**src/rtl/core/btc_pkg.sv**
```systemverilog
// ============================================================================
// btc_pkg: shared types and helpers of the balanced ternary converter
// Digit codes, the link that runs between neighboring cells, the cell
// controls and the per-cell digit update.
// ============================================================================
`default_nettype none

package btc_pkg;

	// Number of digit cells and width of the binary input magnitude.
	localparam int MAX_TRITS = 21;
	localparam int MAG_W     = 32;

	// Length of the conversion phase, from the first bit at cell 0 until the last
	// cell has taken its final update: each cell starts in the cycle after its lower neighbor.
	localparam int CONV_CYCLES = MAG_W + MAX_TRITS - 1;
	localparam int CNT_W       = $clog2(CONV_CYCLES);
	localparam int REM_W       = $clog2(MAX_TRITS + 1);

	// Digit codes: zero, plus one, minus one (Z).
	typedef logic [1:0] trit_t;
	localparam trit_t TRIT_ZERO = 2'd0;
	localparam trit_t TRIT_POS  = 2'd1;
	localparam trit_t TRIT_NEG  = 2'd2;

	// What one cell hands to its upper neighbor every cycle.
	typedef struct packed {
		logic  en;
		trit_t carry;
	} link_t;

	// Controls that every cell sees.
	typedef struct packed {
		logic clear;
		logic shift;
	} cell_ctl_t;

	// New digit and carry of one cell.
	typedef struct packed {
		trit_t digit;
		trit_t carry;
	} step_t;

	// Controller states.
	typedef enum logic [1:0] {
		ST_IDLE,
		ST_CONV,
		ST_SKIP,
		ST_OUT
	} state_t;

	// One doubling step of a digit: 2*d + c, with the result brought back
	// into one digit and a carry of -1, 0 or +1.
	function automatic step_t cell_step(trit_t d, trit_t c);
		step_t r;
		unique case ({d, c})
			{TRIT_ZERO, TRIT_ZERO}: r = '{digit: TRIT_ZERO, carry: TRIT_ZERO};
			{TRIT_ZERO, TRIT_POS}:  r = '{digit: TRIT_POS,  carry: TRIT_ZERO};
			{TRIT_ZERO, TRIT_NEG}:  r = '{digit: TRIT_NEG,  carry: TRIT_ZERO};
			{TRIT_POS,  TRIT_ZERO}: r = '{digit: TRIT_NEG,  carry: TRIT_POS};
			{TRIT_POS,  TRIT_POS}:  r = '{digit: TRIT_ZERO, carry: TRIT_POS};
			{TRIT_POS,  TRIT_NEG}:  r = '{digit: TRIT_POS,  carry: TRIT_ZERO};
			{TRIT_NEG,  TRIT_ZERO}: r = '{digit: TRIT_POS,  carry: TRIT_NEG};
			{TRIT_NEG,  TRIT_NEG}:  r = '{digit: TRIT_ZERO, carry: TRIT_NEG};
			{TRIT_NEG,  TRIT_POS}:  r = '{digit: TRIT_NEG,  carry: TRIT_ZERO};
			default:                r = '{digit: TRIT_ZERO, carry: TRIT_ZERO};
		endcase
		return r;
	endfunction

	// Sign flip of one digit.
	function automatic trit_t trit_negate(trit_t d);
		trit_t r;
		unique case (d)
			TRIT_POS: r = TRIT_NEG;
			TRIT_NEG: r = TRIT_POS;
			default:  r = TRIT_ZERO;
		endcase
		return r;
	endfunction

endpackage

`default_nettype wire

```
**src/rtl/core/btc_cell.sv**
```systemverilog
// ============================================================================
// btc_cell: one balanced ternary digit cell
// Holds one digit. While enabled it doubles its digit and adds the carry
// from its lower neighbor, passing its own carry up in the following cycle. In
// the skip and output phases, when shifted, it takes the digit of its lower neighbor.
// ============================================================================
`default_nettype none

module btc_cell (
	input  wire                     clk,
	input  wire                     arst_n,
	input  wire btc_pkg::cell_ctl_t ctl,
	input  wire btc_pkg::link_t     link_in,
	output btc_pkg::link_t          link_out,
	input  wire btc_pkg::trit_t     digit_in,
	output btc_pkg::trit_t          digit
);

	btc_pkg::trit_t digit_q;
	btc_pkg::link_t link_q;
	btc_pkg::step_t step;

	// Doubling step of the held digit.
	assign step = btc_pkg::cell_step(digit_q, link_in.carry);

	// Digit and link registers.
	always_ff @(posedge clk or negedge arst_n) begin
		if (!arst_n) begin
			digit_q <= btc_pkg::TRIT_ZERO;
			link_q  <= '0;
		end else if (ctl.clear) begin
			digit_q <= btc_pkg::TRIT_ZERO;
			link_q  <= '0;
		end else if (ctl.shift) begin
			digit_q <= digit_in;
			link_q  <= '0;
		end else begin
			link_q.en <= link_in.en;
			if (link_in.en) begin
				digit_q      <= step.digit;
				link_q.carry <= step.carry;
			end else begin
				link_q.carry <= btc_pkg::TRIT_ZERO;
			end
		end
	end

	assign link_out = link_q;
	assign digit    = digit_q;

endmodule

`default_nettype wire

```
**src/rtl/core/balanced_ternary_converter_unit.sv**
```systemverilog
// ============================================================================
// balanced_ternary_converter_unit: signed integer to balanced ternary digits
// A row of digit cells builds the balanced ternary form of the magnitude,
// then the digits leave most significant first, one beat per digit.
// ============================================================================
// Usage:
//   The slave channel takes one 32-bit signed value per beat. The master
//   channel returns its balanced ternary digits, most significant first,
//   one beat per digit, with tlast on the least significant digit. Zero
//   gives a single 0 digit. Negative values give every digit negated.
//   Timing: the magnitude enters the cell row one bit per cycle, 32 bits,
//   and each of the 21 cells starts in the cycle after its lower neighbor.
//   Leading zero digits are then dropped at one per cycle (up to 20 of
//   them), and then the leading digit is found; the digits then leave at
//   one per cycle while the receiver holds tready high. The next value is
//   taken in the idle cycle after the last digit.
//   Reset clears the controller and the cells; no beat is pending after it.
//   When the receiver holds tready low, the current digit stays on the
//   master port and the cell row holds its contents.
// ============================================================================
`default_nettype none

module balanced_ternary_converter_unit (
	input  wire         clk,
	input  wire         arst_n,
	input  wire         s_tvalid,
	output logic        s_tready,
	input  wire  [31:0] s_tdata,   // [31:0] value
	output logic        m_tvalid,
	input  wire         m_tready,
	output logic [7:0]  m_tdata,   // [1:0] trit, [7:2] zero
	output logic        m_tlast
);

	btc_pkg::state_t                    state_q;
	btc_pkg::state_t                    state_d;
	logic [btc_pkg::CNT_W-1:0]          cnt_q;
	logic [btc_pkg::REM_W-1:0]          rem_q;
	logic [btc_pkg::MAG_W-1:0]          mag_q;
	logic                               neg_q;
	logic                               in_acc;
	logic                               conv_done;
	logic                               skip;
	logic                               is_last;
	btc_pkg::cell_ctl_t                 ctl;
	btc_pkg::link_t                     link [0:btc_pkg::MAX_TRITS];
	btc_pkg::trit_t                     digit [0:btc_pkg::MAX_TRITS-1];
	btc_pkg::trit_t                     top;

	assign in_acc    = s_tvalid && s_tready;
	assign conv_done = (cnt_q == btc_pkg::CNT_W'(btc_pkg::CONV_CYCLES - 1));
	assign top       = digit[btc_pkg::MAX_TRITS-1];
	assign is_last   = (rem_q == btc_pkg::REM_W'(1));
	assign skip      = (top == btc_pkg::TRIT_ZERO) && !is_last;

	// Next state.
	always_comb begin
		state_d = state_q;
		unique case (state_q)
			btc_pkg::ST_IDLE: if (in_acc) state_d = btc_pkg::ST_CONV;
			btc_pkg::ST_CONV: if (conv_done) state_d = btc_pkg::ST_SKIP;
			btc_pkg::ST_SKIP: if (!skip) state_d = btc_pkg::ST_OUT;
			btc_pkg::ST_OUT:  if (m_tready && is_last) state_d = btc_pkg::ST_IDLE;
			default:          state_d = btc_pkg::ST_IDLE;
		endcase
	end

	// Handshake and cell controls.
	always_comb begin
		s_tready  = (state_q == btc_pkg::ST_IDLE);
		m_tvalid  = (state_q == btc_pkg::ST_OUT);
		ctl.clear = in_acc;
		ctl.shift = ((state_q == btc_pkg::ST_SKIP) && skip) ||
		            ((state_q == btc_pkg::ST_OUT) && m_tready && !is_last);
	end

	// Controller registers.
	always_ff @(posedge clk or negedge arst_n) begin
		if (!arst_n) begin
			state_q <= btc_pkg::ST_IDLE;
			cnt_q   <= '0;
			rem_q   <= '0;
		end else begin
			state_q <= state_d;
			if (in_acc) begin
				cnt_q <= '0;
			end else if (state_q == btc_pkg::ST_CONV) begin
				cnt_q <= cnt_q + btc_pkg::CNT_W'(1);
			end
			if ((state_q == btc_pkg::ST_CONV) && conv_done) begin
				rem_q <= btc_pkg::REM_W'(btc_pkg::MAX_TRITS);
			end else if (ctl.shift) begin
				rem_q <= rem_q - btc_pkg::REM_W'(1);
			end
		end
	end

	// Magnitude and sign; the magnitude shifts out most significant bit first.
	always_ff @(posedge clk) begin
		if (in_acc) begin
			neg_q <= s_tdata[31];
			mag_q <= s_tdata[31] ? (~s_tdata + 32'd1) : s_tdata;
		end else if (state_q == btc_pkg::ST_CONV) begin
			mag_q <= {mag_q[btc_pkg::MAG_W-2:0], 1'b0};
		end
	end

	// Bit feed into the lowest cell.
	assign link[0].en    = (state_q == btc_pkg::ST_CONV) &&
	                       (cnt_q < btc_pkg::CNT_W'(btc_pkg::MAG_W));
	assign link[0].carry = mag_q[btc_pkg::MAG_W-1] ? btc_pkg::TRIT_POS : btc_pkg::TRIT_ZERO;

	// Row of digit cells, lowest digit first.
	for (genvar k = 0; k < btc_pkg::MAX_TRITS; k++) begin : g_cell
		btc_pkg::trit_t below;
		if (k == 0) begin : g_low
			assign below = btc_pkg::TRIT_ZERO;
		end else begin : g_up
			assign below = digit[k-1];
		end
		btc_cell u_cell (
			.clk      (clk),
			.arst_n   (arst_n),
			.ctl      (ctl),
			.link_in  (link[k]),
			.link_out (link[k+1]),
			.digit_in (below),
			.digit    (digit[k])
		);
	end

	// Output beat from the top cell, negated for negative values.
	assign m_tdata = {6'd0, neg_q ? btc_pkg::trit_negate(top) : top};
	assign m_tlast = is_last;

endmodule

`default_nettype wire

```
**config.mk**
```make
export PLATFORM = sky130hd
export DESIGN_NAME = balanced_ternary_converter_unit
export DESIGN_NICKNAME = d
export VERILOG_FILES = /design/src/rtl/core/btc_pkg.sv /design/src/rtl/core/btc_cell.sv /design/src/rtl/core/balanced_ternary_converter_unit.sv
export SDC_FILE = /design/constraint.sdc
export NUM_CORES = 1
export LEC_CHECK = 0
export ABC_AREA = 1
export BUFFER_PORTS_ARGS = -buffer_cell sky130_fd_sc_hd__buf_2
export CORE_ASPECT_RATIO = 1.1
export CORE_MARGIN = 2
export CORE_UTILIZATION = 40
export DETAILED_ROUTE_END_ITERATION = 10
export HOLD_SLACK_MARGIN = 0.08
export PLACE_DENSITY = 0.64
export SKIP_LAST_GASP = 1
export SLEW_MARGIN = 15
export SYNTH_ARGS = -nofsm -noshare
export SYNTH_HDL_FRONTEND = slang
export SYNTH_SLANG_ARGS = --single-unit
```
**constraint.sdc**
```tcl
create_clock -name clk -period 2.5 [get_ports clk]
set_clock_uncertainty 0.1 [all_clocks]
set_input_delay 0 -clock clk [delete_from_list [all_inputs] [get_ports clk]]
set_output_delay 0 -clock clk [all_outputs]
set_load 0.02 [all_outputs]
```
==> summary.txt, run 1 <==
Die
  – Full die area: 22,700 um2
  – Die H: 158 um
  – Core Area: 21,200 um2
  – Ports: 47
  – Initial core utilization: 0.404
  – Die Width: 144 um
  – Row count: 56

Timing
  – Worst-Margin Slew: 0.627 ns
  – Setup Viol. Count Final: 0
  – Pins Over Slew Limit: 0
  – Post-Route Setup TNS: 0 ns
  – Min cycle time layout: 2.10 ns
  – Fmax: 476 MHz
  – RSZ-0062 raised after global routing: false
  – Final count of hold timing violations: 0
  – Max_slew headroom: 0.582
  – Crit share post-route: 0.840
  – Final WS setup: 0.401 ns

Place
  – Placed Cells incl. Taps: 1,481
  – Pre-CTS setup slack: 0.400 ns
  – HPWL Detailed: 13.0 mm
  – GPL Wtd Cong: 0.863
  – IO Port Bufs: 40

Synthesis
  – Flops & latches, synth: 148
  – Synth Cell Area: 8580 um2
  – Gate count after technology mapping: 1,169
  – Yosys warns: 0
  – EDFF count, synth: 33
  – Count leader, synth: nand2_1
  – Post-synth top area cell: dfrtp_1
  – List of most frequent post-synthesis cells: nand2_1 (344), inv_1 (145), nor2_1 (136), nand3_1 (131), dfrtp_1 (115)
  – Syn_area_per_cell: 7.34 um2
  – Sequential share of the synthesized area: 0.451
  – Synth area leaders: dfrtp_1 (34%), nand2_1 (15%), edfxtp_1 (12%)
  – Post-synth top area share: 0.335
  – Synth async-reset ratio: 0.777
  – Count of different cell masters after synthesis: 37
  – Most used DFF post-synth: dfrtp_1

Detailed routing
  – Post-DRT Antenna Nets: 0
  – Vias per Instance: 4.89
  – Via count: 7,571
  – Routed WL: 18.6 mm
  – First-pass DRT Iterations: 6
  – DR iter-0 viols: 363
  – DR WL/cell: 12.0 um
  – DRC viols: 0

GRT
  – First-pass GRT wire length: 32.9 mm
  – Vias in the first global route: 7,373
  – Initial antenna violation count: 0
  – Total Routing Usage GR: 0.178
  – GRT overflow: 0
  – Pin count of the biggest net entering global routing: 113

Power
  – Power per cell area: 893 nW/um2
  – Max VDD drop: 498 uV
  – Static leakage: 5.08 nW

Critical path
  – Worst path top cell family by delay: simple AND/OR/NAND/NOR gates
  – Crit-path cells: ha_1, nand3_2, nand3_2, nand2_4, buf_4, nand2_1, inv_1, nand2_1, nand2_1, nand3_1
  – Crit path launch: rem_q[0]$_DFFE_PN0P_
  – Worst setup SP type: register
  – Slowest-stage cell, CP: dfrtp_1
  – WP data required: 2.70 ns
  – CP most frequent cell: nand2_1
  – Worst EP arrival: 2.30 ns
  – WP buf/inv: 2
  – CP peak stage delay: 0.41 ns
  – Setup crit end kind: register
  – Critical R2R Launch: rem_q[0]$_DFFE_PN0P_
  – CP max FO: 30
  – Critical setup path kind: register to register

Layout
  – Core Util, Final: 0.472
  – Antenna Cells: 0
  – Layout cell share with drive strength beyond 1: 0.110
  – Fin cells: 1,549
  – Layout area overhead: 16.8%
  – Final net count: 1,291

Clock network
  – CTS resizes: 0
  – # clock sinks: 148
  – H-tree levels: 4
  – Clock transition at path regs: 0.06 ns
  – Hold-fix buffers, CTS: 36
  – CTS Root Cell: clkbuf_16
  – Postcts setup bufs: 0
  – Clk_lat worst skew: 0.43 ns
  – TritonCTS clock tree: done
  – Clock buffer count from CTS: 17
  – Max Root-Sink Buffers: 2

Min path
  – Worst hold path type: input pin to async pin

Status
  – Outcome: finished, final reports clean

Job
  – Max_cap viols: 0
-- worst reg2reg max path, stage by stage, from the launching register on --
cell and delay (ns):
dfrtp_1 0.41, ha_1 0.22, nand3_2 0.11, nand3_2 0.11
nand2_4 0.25, buf_4 0.38, nand2_1 0.14, inv_1 0.10
nand2_1 0.05, nand2_1 0.05, nand3_1 0.06
-- flip-flops by register name, summed over array words and instances, names as in the netlist --
signal,count
g_cell.u_cell.link_out,60
g_cell.u_cell.digit,42
mag_q,32
cnt_q,6
rem_q,5
state_q,2
neg_q,1
-- where the power goes --
part | leakage (nW) | switching (mW) | internal (mW)
registers | 1.90 | 0.306 | 3.13
clock network | 0.280 | 0.993 | 1.57
logic | 2.90 | 1.99 | 0.967
total | 5.08 | 3.29 | 5.67
-- cell usage in the layout, fill, tap and decap left out, types with 4 or more instances in the layout --
cell type	instances
nand3_1	131
nand2_2	8
ha_1	9
nor2_2	10
buf_2	39
nand2_4	11
xor2_1	11
o21ai_0	47
dlygate4sd3_1	36
clkbuf_16	17
a21oi_1	17
dfrtp_1	115
inv_1	145
nor2_1	136
o21ai_1	5
nand4_1	22
nor3_1	32
or2_2	18
buf_4	13
clkinvlp_4	4
o211ai_1	19
edfxtp_1	33
conb_1	6
nand2_1	342
-- per-layer routing --
layer / part of all wire / global-route usage / vias to the layer above / routed length, um
met1: 0.46 / 0.223 / 3523 / 8590
met3: 0.033 / 0.0327 / 29 / 621
met4: 0.018 / 0.0649 / 0 / 335
met5: 0 / 0 / - / 0
li1: - / - / 3881 / -
met2: 0.49 / 0.309 / 138 / 9070
-- per-stage QoR --
stage               power (mW)  hold slack, ns  area [um2]
floorplan                 5.71          -0.396        8610
global placement          6.36          -0.296        9080
detailed placement        6.41          -0.294        9080
CTS                       9.05           0.145       10000
global route              9.61           0.186       10000
finish                    8.96          0.0873       10000
-- worst paths after layout --
check / depth (start not counted) / slack [ns] / end
max: 10 / 0.40 / rem_q[4]$_DFFE_PN0P_
min in group clk: 2 / 0.33 / neg_q$_DFFE_PP_
max in group asynchronous: 3 / 1.72 / g_cell[2].u_cell.link_out[1]$_DFF_PN0_
min: 3 / 0.09 / g_cell[17].u_cell.digit[1]$_DFFE_PN0P_
max reg2reg: 10 / 0.40 / rem_q[4]$_DFFE_PN0P_
min reg2reg: 2 / 0.39 / rem_q[4]$_DFFE_PN0P_
-- area by class of cell --
cell class | count | area, um2
clock inverters | 13 | 159
fillers | 2026 | 11200
multi-input cells | 840 | 3950
clock buffers | 19 | 433
flip-flops and latches | 148 | 3870
well taps | 290 | 363
repair buffers | 90 | 693
inverters | 149 | 559
-- cell families after synthesis --
family,share of synthesized area
and+or+nand+nor,0.369
buffers and inverters,0.0915
DFF,0.451
AOI/OAI and AO/OA,0.0634
xor gates and xnor gates,0.0122
adders and majority gates,0.0131
other,0.000437
No activity file was read; power rests on OpenSTA's default activity.
==> run 2: changes to the inputs <==
==> constraint.sdc (replaced) <==
create_clock -name clk -period 1.9 [get_ports clk]
set_clock_uncertainty 0.1 [all_clocks]
set_input_delay 0 -clock clk [delete_from_list [all_inputs] [get_ports clk]]
set_output_delay 0 -clock clk [all_outputs]
set_load 0.02 [all_outputs]
==> run 2 against run 1 <==
Effect of this change: total power increased by 42%; critical path depth decreased by 4; final area increased by 3.7%; largest cell class unchanged.
==> summary.txt, run 2 (synthesized netlist as in run 1, its figures left out) <==
Timing
  – Crit share post-route: 0.979
  – Min cycle time layout: 1.86 ns
  – RSZ-0062 raised after global routing: true
  – Fin Hold WS: 0.342 ns
  – Fmax: 538 MHz
  – Pins Over Slew Limit: 0
  – Final count of hold timing violations: 0
  – Setup Viol. Count Final: 0

Die
  – Ports: 47
  – Die Width: 144 um
  – Row count: 56
  – Die H: 158 um
  – Initial core utilization: 0.404
  – Full die area: 22,700 um2
  – Core Area: 21,200 um2

Layout
  – Layout area overhead: 21.1%
  – Final net count: 1,305
  – Layout cell share with drive strength beyond 1: 0.132
  – Layout fillers: 2,012
  – Antenna Cells: 0
  – Commonest non-fill, non-tap cell in the layout: nand2_1
  – Reg area: 3870 um2
  – Fin cells: 1,563
  – Finished Cell Area: 10,400 um2
  – Multi-input gate area: 4050 um2
  – Most frequent cells in the layout: nand2_1 (334), inv_1 (141), nor2_1 (134)
  – Max FFs per register: 60

Detailed routing
  – DR iter-0 viols: 403
  – Post-DRT Antenna Nets: 0
  – DRC viols: 0
  – Via count: 7,641
  – Routed WL: 19.4 mm
  – DR WL/cell: 12.4 um
  – Vias per Instance: 4.89
  – First-pass DRT Iterations: 5

Critical path
  – CP max FO: 8
  – Crit-path cells: inv_2, ha_2, nand2_4, buf_12, nor2_1, dlygate4sd3_1
  – Slowest-stage cell, CP: dlygate4sd3_1
  – Worst setup SP type: register
  – Worst EP arrival: 1.93 ns
  – Setup crit end kind: register
  – Crit path launch: state_q[0]$_DFFE_PN0P_
  – CP peak stage delay: 0.55 ns
  – Critical setup path kind: register to register
  – Critical R2R Launch: state_q[0]$_DFFE_PN0P_
  – WP data required: 1.98 ns

GRT
  – Vias in the first global route: 7,182
  – Pin count of the biggest net entering global routing: 44
  – Initial antenna violation count: 0
  – GRT overflow: 0
  – Total Routing Usage GR: 0.178
  – First-pass GRT wire length: 32.6 mm

Clock network
  – Clk_lat worst skew: 0.42 ns
  – CTS Root Cell: clkbuf_16
  – # clock sinks: 148
  – Clock transition at path regs: 0.06 ns
  – H-tree levels: 4
  – Clock buffer count from CTS: 17
  – TritonCTS clock tree: done
  – Max Root-Sink Buffers: 2

Min path
  – Min-delay src: s_tdata[31]
  – Worst hold path type: input pin to register

Place
  – Placed instance area: 9160 um2
  – Placed Cells incl. Taps: 1,483
  – GPL Wtd Cong: 0.860
  – HPWL Detailed: 13.1 mm
  – IO Port Bufs: 40

Job
  – Max_cap viols: 0

Status
  – Outcome: finished, final reports clean

Power
  – Power per cell area: 1220 nW/um2
  – Static leakage: 5.22 nW
  – Max VDD drop: 804 uV
-- run 2: timing repair --
action	CTS	global route
resized for setup	1	25
buffers inserted	0	8
cloned	0	3
hold endpoints to repair	150	0
endpoints found under the setup margin	27	108
hold buffers	37	0
pin swaps	0	6
-- run 2: worst paths after layout --
| kind | end | slack, ns | cells past startpoint |
|---|---|---|---|
| hold / removal | neg_q$_DFFE_PP_ | 0.34 | 2 |
| setup / recovery | mag_q[0]$_SDFFCE_PN0P_ | 0.04 | 6 |
| setup reg to reg | mag_q[0]$_SDFFCE_PN0P_ | 0.04 | 6 |
| hold reg to reg | rem_q[4]$_DFFE_PN0P_ | 0.39 | 2 |
| min in group asynchronous | g_cell[16].u_cell.digit[0]$_DFFE_PN0P_ | 0.53 | 3 |
| max in group asynchronous | g_cell[12].u_cell.digit[0]$_DFFE_PN0P_ | 0.57 | 4 |
-- run 2: through the flow --
step,setup slack [ns],setup TNS (ns),utilization,total power [mW]
6_report,0.0408,0,0.490,12.7
5_1_grt,-0.0414,-0.587,0.490,13.5
4_1_cts,-0.0407,-0.200,0.479,12.3
3_5_place_dp,-0.0186,-0.160,0.431,8.58
3_3_place_gp,0.0445,0,0.431,8.50
2_1_floorplan,0.0459,0,-,7.55
-- run 2: worst max-delay path: cells and delay by family, from the launching register on --
kind                     cells  cell delay [ns]
AND/OR/NAND/NOR              2             0.14
buffers and inverters        3             0.76
adder cells (fa/ha/maj)      1             0.22
flip-flops                   1             0.39
-- run 2: final cells by class --
type	instances	area share
inverter	149	0.0540
tap	290	0.0349
clock buffer	17	0.0409
multi-input combinational	840	0.389
clock inverter	15	0.0196
sequential	148	0.372
timing repair buffer	104	0.0892
-- run 2: power by group --
group,leakage [nW],switching [mW],internal [mW]
registers,1.90,0.405,4.12
logic,3.04,2.88,1.72
clock network,0.286,1.36,2.20
total,5.22,4.65,8.05
-- run 2: routing by layer --
metal	share of wire	global-route usage	wire length, um	vias up
met5	0	0	0	-
met4	0.012	0.0574	229	0
met3	0.028	0.0330	540	17
met2	0.49	0.315	9580	114
met1	0.47	0.218	9080	3594
li1	-	-	-	3916
==> run 3: changes to the inputs <==
--- a/config.mk
+++ b/config.mk
@@ -8,11 +8,12 @@
 export ABC_AREA = 1
 export BUFFER_PORTS_ARGS = -buffer_cell sky130_fd_sc_hd__buf_2
 export CORE_ASPECT_RATIO = 1.1
-export CORE_MARGIN = 2
-export CORE_UTILIZATION = 40
+export CORE_MARGIN = 8
+export CORE_UTILIZATION = 58
+export CTS_BUF_LIST = sky130_fd_sc_hd__clkbuf_4 sky130_fd_sc_hd__clkbuf_8
 export DETAILED_ROUTE_END_ITERATION = 10
 export HOLD_SLACK_MARGIN = 0.08
-export PLACE_DENSITY = 0.64
+export PLACE_DENSITY = 0.85
 export SKIP_LAST_GASP = 1
 export SLEW_MARGIN = 15
 export SYNTH_ARGS = -nofsm -noshare
==> run 3 against run 2 <==
Effect of this change: sequential share of layout area up 1.9 points; routed wire length up 2.9%; critical path depth up 5; largest power group is now registers; sequential power about the same; global-route usage up 3.5 points; clock power down 32%; final cell count down 7.0%.
==> summary.txt, run 3 (synthesized netlist as in run 1, its figures left out) <==
GRT
  – Pin count of the biggest net entering global routing: 116
  – First-pass GRT wire length: 33.8 mm
  – Busiest grt layer: met2
  – Vias in the first global route: 7,699
  – GRT overflow: 0
  – Met3 Usage GRT: 0.0422
  – Met1 Resource Use GR: 0.251
  – Initial antenna violation count: 0
  – GR Layer Usage met2: 0.373
  – Total Routing Usage GR: 0.212

Clock network
  – Max Root-Sink Buffers: 2
  – CTS Root Cell: clkbuf_8
  – # clock sinks: 148
  – H-tree levels: 4
  – TritonCTS clock tree: done
  – Clock transition at path regs: 0.08 ns
  – Clock buffer count from CTS: 17
  – Clk_lat worst skew: 0.46 ns

Timing
  – Final count of hold timing violations: 0
  – Worst-Margin Slew: 0.606 ns
  – Post-Route Setup TNS: 0 ns
  – Min cycle time layout: 1.86 ns
  – Fmax: 539 MHz
  – RSZ-0062 raised after global routing: true
  – Setup Viol. Count Final: 0
  – Final WS setup: 0.0446 ns
  – Max_slew headroom: 0.596
  – Crit share post-route: 0.977
  – Pins Over Slew Limit: 0

Job
  – Max_cap viols: 0

Layout
  – Antenna Cells: 0
  – Layout cell share with drive strength beyond 1: 0.128
  – Final net count: 1,293
  – Finished Cell Area: 9900 um2
  – Max FFs per register: 60
  – Layout area overhead: 15.3%
  – Most frequent cells in the layout: nand2_1 (339), inv_1 (142), nand3_1 (131)
  – Commonest non-fill, non-tap cell in the layout: nand2_1

Die
  – Die H: 144 um
  – Ports: 47
  – Full die area: 19,000 um2
  – Die Width: 132 um
  – Core Area: 14,400 um2
  – Row count: 46
  – Initial core utilization: 0.594

Detailed routing
  – Vias per Instance: 5.45
  – DR iter-0 viols: 653
  – Post-DRT Antenna Nets: 0
  – Routed WL: 20.0 mm
  – Via count: 7,923
  – First-pass DRT Iterations: 8
  – DRC viols: 0
  – DR WL/cell: 13.8 um

Critical path
  – Critical R2R Launch: rem_q[1]$_DFFE_PN0P_
  – R2R Setup Slk: 0.04 ns
  – Worst EP arrival: 2.15 ns
  – WP data required: 2.20 ns
  – R2r worst-path depth: 11
  – Setup crit end kind: register
  – Worst r2r dst: g_cell[3].u_cell.digit[0]$_DFFE_PN0P_
  – Worst setup SP type: register
  – CP max FO: 12
  – Critical setup path kind: register to register

Power
  – Static leakage: 5.05 nW
  – Power per cell area: 1150 nW/um2
  – Max VDD drop: 952 uV

Place
  – HPWL Detailed: 12.8 mm
  – GPL Wtd Cong: 0.920
  – IO Port Bufs: 40
  – Placed instance area: 9020 um2
  – Pre-CTS setup slack: -0.0527 ns

Min path
  – Worst hold path type: input pin to async pin

Status
  – Outcome: finished, final reports clean
run 3: cell count changes in the layout (fill, tap and decap cells not counted), sizes merged:
cell | before | now
inv | 151 | 148
bufinv | 4 | 2
buf | 64 | 56
clkinv | 3 | 7
dlygate4sd3 | 37 | 35
clkinvlp | 6 | 4
clkbuf | 20 | 21
run 3: how the worst max path moves through the flow:
stage | start | to | cells past startpoint
4_1_cts | rem_q[1]$_DFFE_PN0P_ | g_cell[3].u_cell.digit[0]$_DFFE_PN0P_ | 11
5_1_grt | rem_q[1]$_DFFE_PN0P_ | g_cell[18].u_cell.digit[0]$_DFFE_PN0P_ | 11
3_3_place_gp | state_q[1]$_DFFE_PN0P_ | mag_q[31]$_DFFE_PP_ | 7
3_5_place_dp | state_q[1]$_DFFE_PN0P_ | mag_q[31]$_DFFE_PP_ | 7
2_1_floorplan | state_q[0]$_DFFE_PN0P_ | mag_q[0]$_SDFFCE_PN0P_ | 6
6_report | rem_q[1]$_DFFE_PN0P_ | g_cell[3].u_cell.digit[0]$_DFFE_PN0P_ | 11
run 3: routing by layer:
layer	share of wire	vias to the layer above	wire [um]
met2	0.50	260	10000
li1	-	3896	-
met1	0.42	3717	8460
met5	0	-	0
met4	0.028	0	556
met3	0.049	50	981
run 3: where the power goes:
group          internal (mW)  switching (mW)
logic                   1.59            2.85
clock network           1.21            1.21
registers               4.12           0.428
run 3: area by class of cell:
type | count | area, um2
clock buffer | 20 | 256
clock inverter | 12 | 134
fill | 1102 | 4550
inverter | 149 | 564
multi-input combinational | 840 | 4060
sequential | 148 | 3870
tap | 192 | 240
timing repair buffer | 92 | 777
run 3: metrics by stage:
| stage | instances | total power, mW | utilization | hold WS [ns] |
|---|---|---|---|---|
| floorplan | 1174 | 7.55 | - | -0.396 |
| global placement | 1383 | 8.42 | 0.624 | 0.0382 |
| detailed placement | 1383 | 8.56 | 0.624 | 0.0427 |
| CTS | 1450 | 11.0 | 0.676 | 0.117 |
| global route | 1453 | 12.1 | 0.685 | 0.164 |
| finish | 1453 | 11.4 | 0.685 | 0.0506 |
run 3: repair_timing:
item / in CTS / in global routing
hold buffers: 35 / 0
resized for setup: 1 / 28
pin swaps: 0 / 4
gates cloned: 0 / 1
hold endpoints to repair: 161 / 0
setup buffers: 0 / 2
endpoints found under the setup margin: 1 / 50
run 3: critical path, stage by stage, from the launching register on:
cell and delay [ns]:
dfrtp_1 0.41, inv_2 0.10, ha_4 0.14, nand3_4 0.11
nand3_4 0.11, nand2_4 0.09, nor2_8 0.23, inv_6 0.07
buf_12 0.16, nor2_2 0.11, nand2_1 0.08, nand2_1 0.07
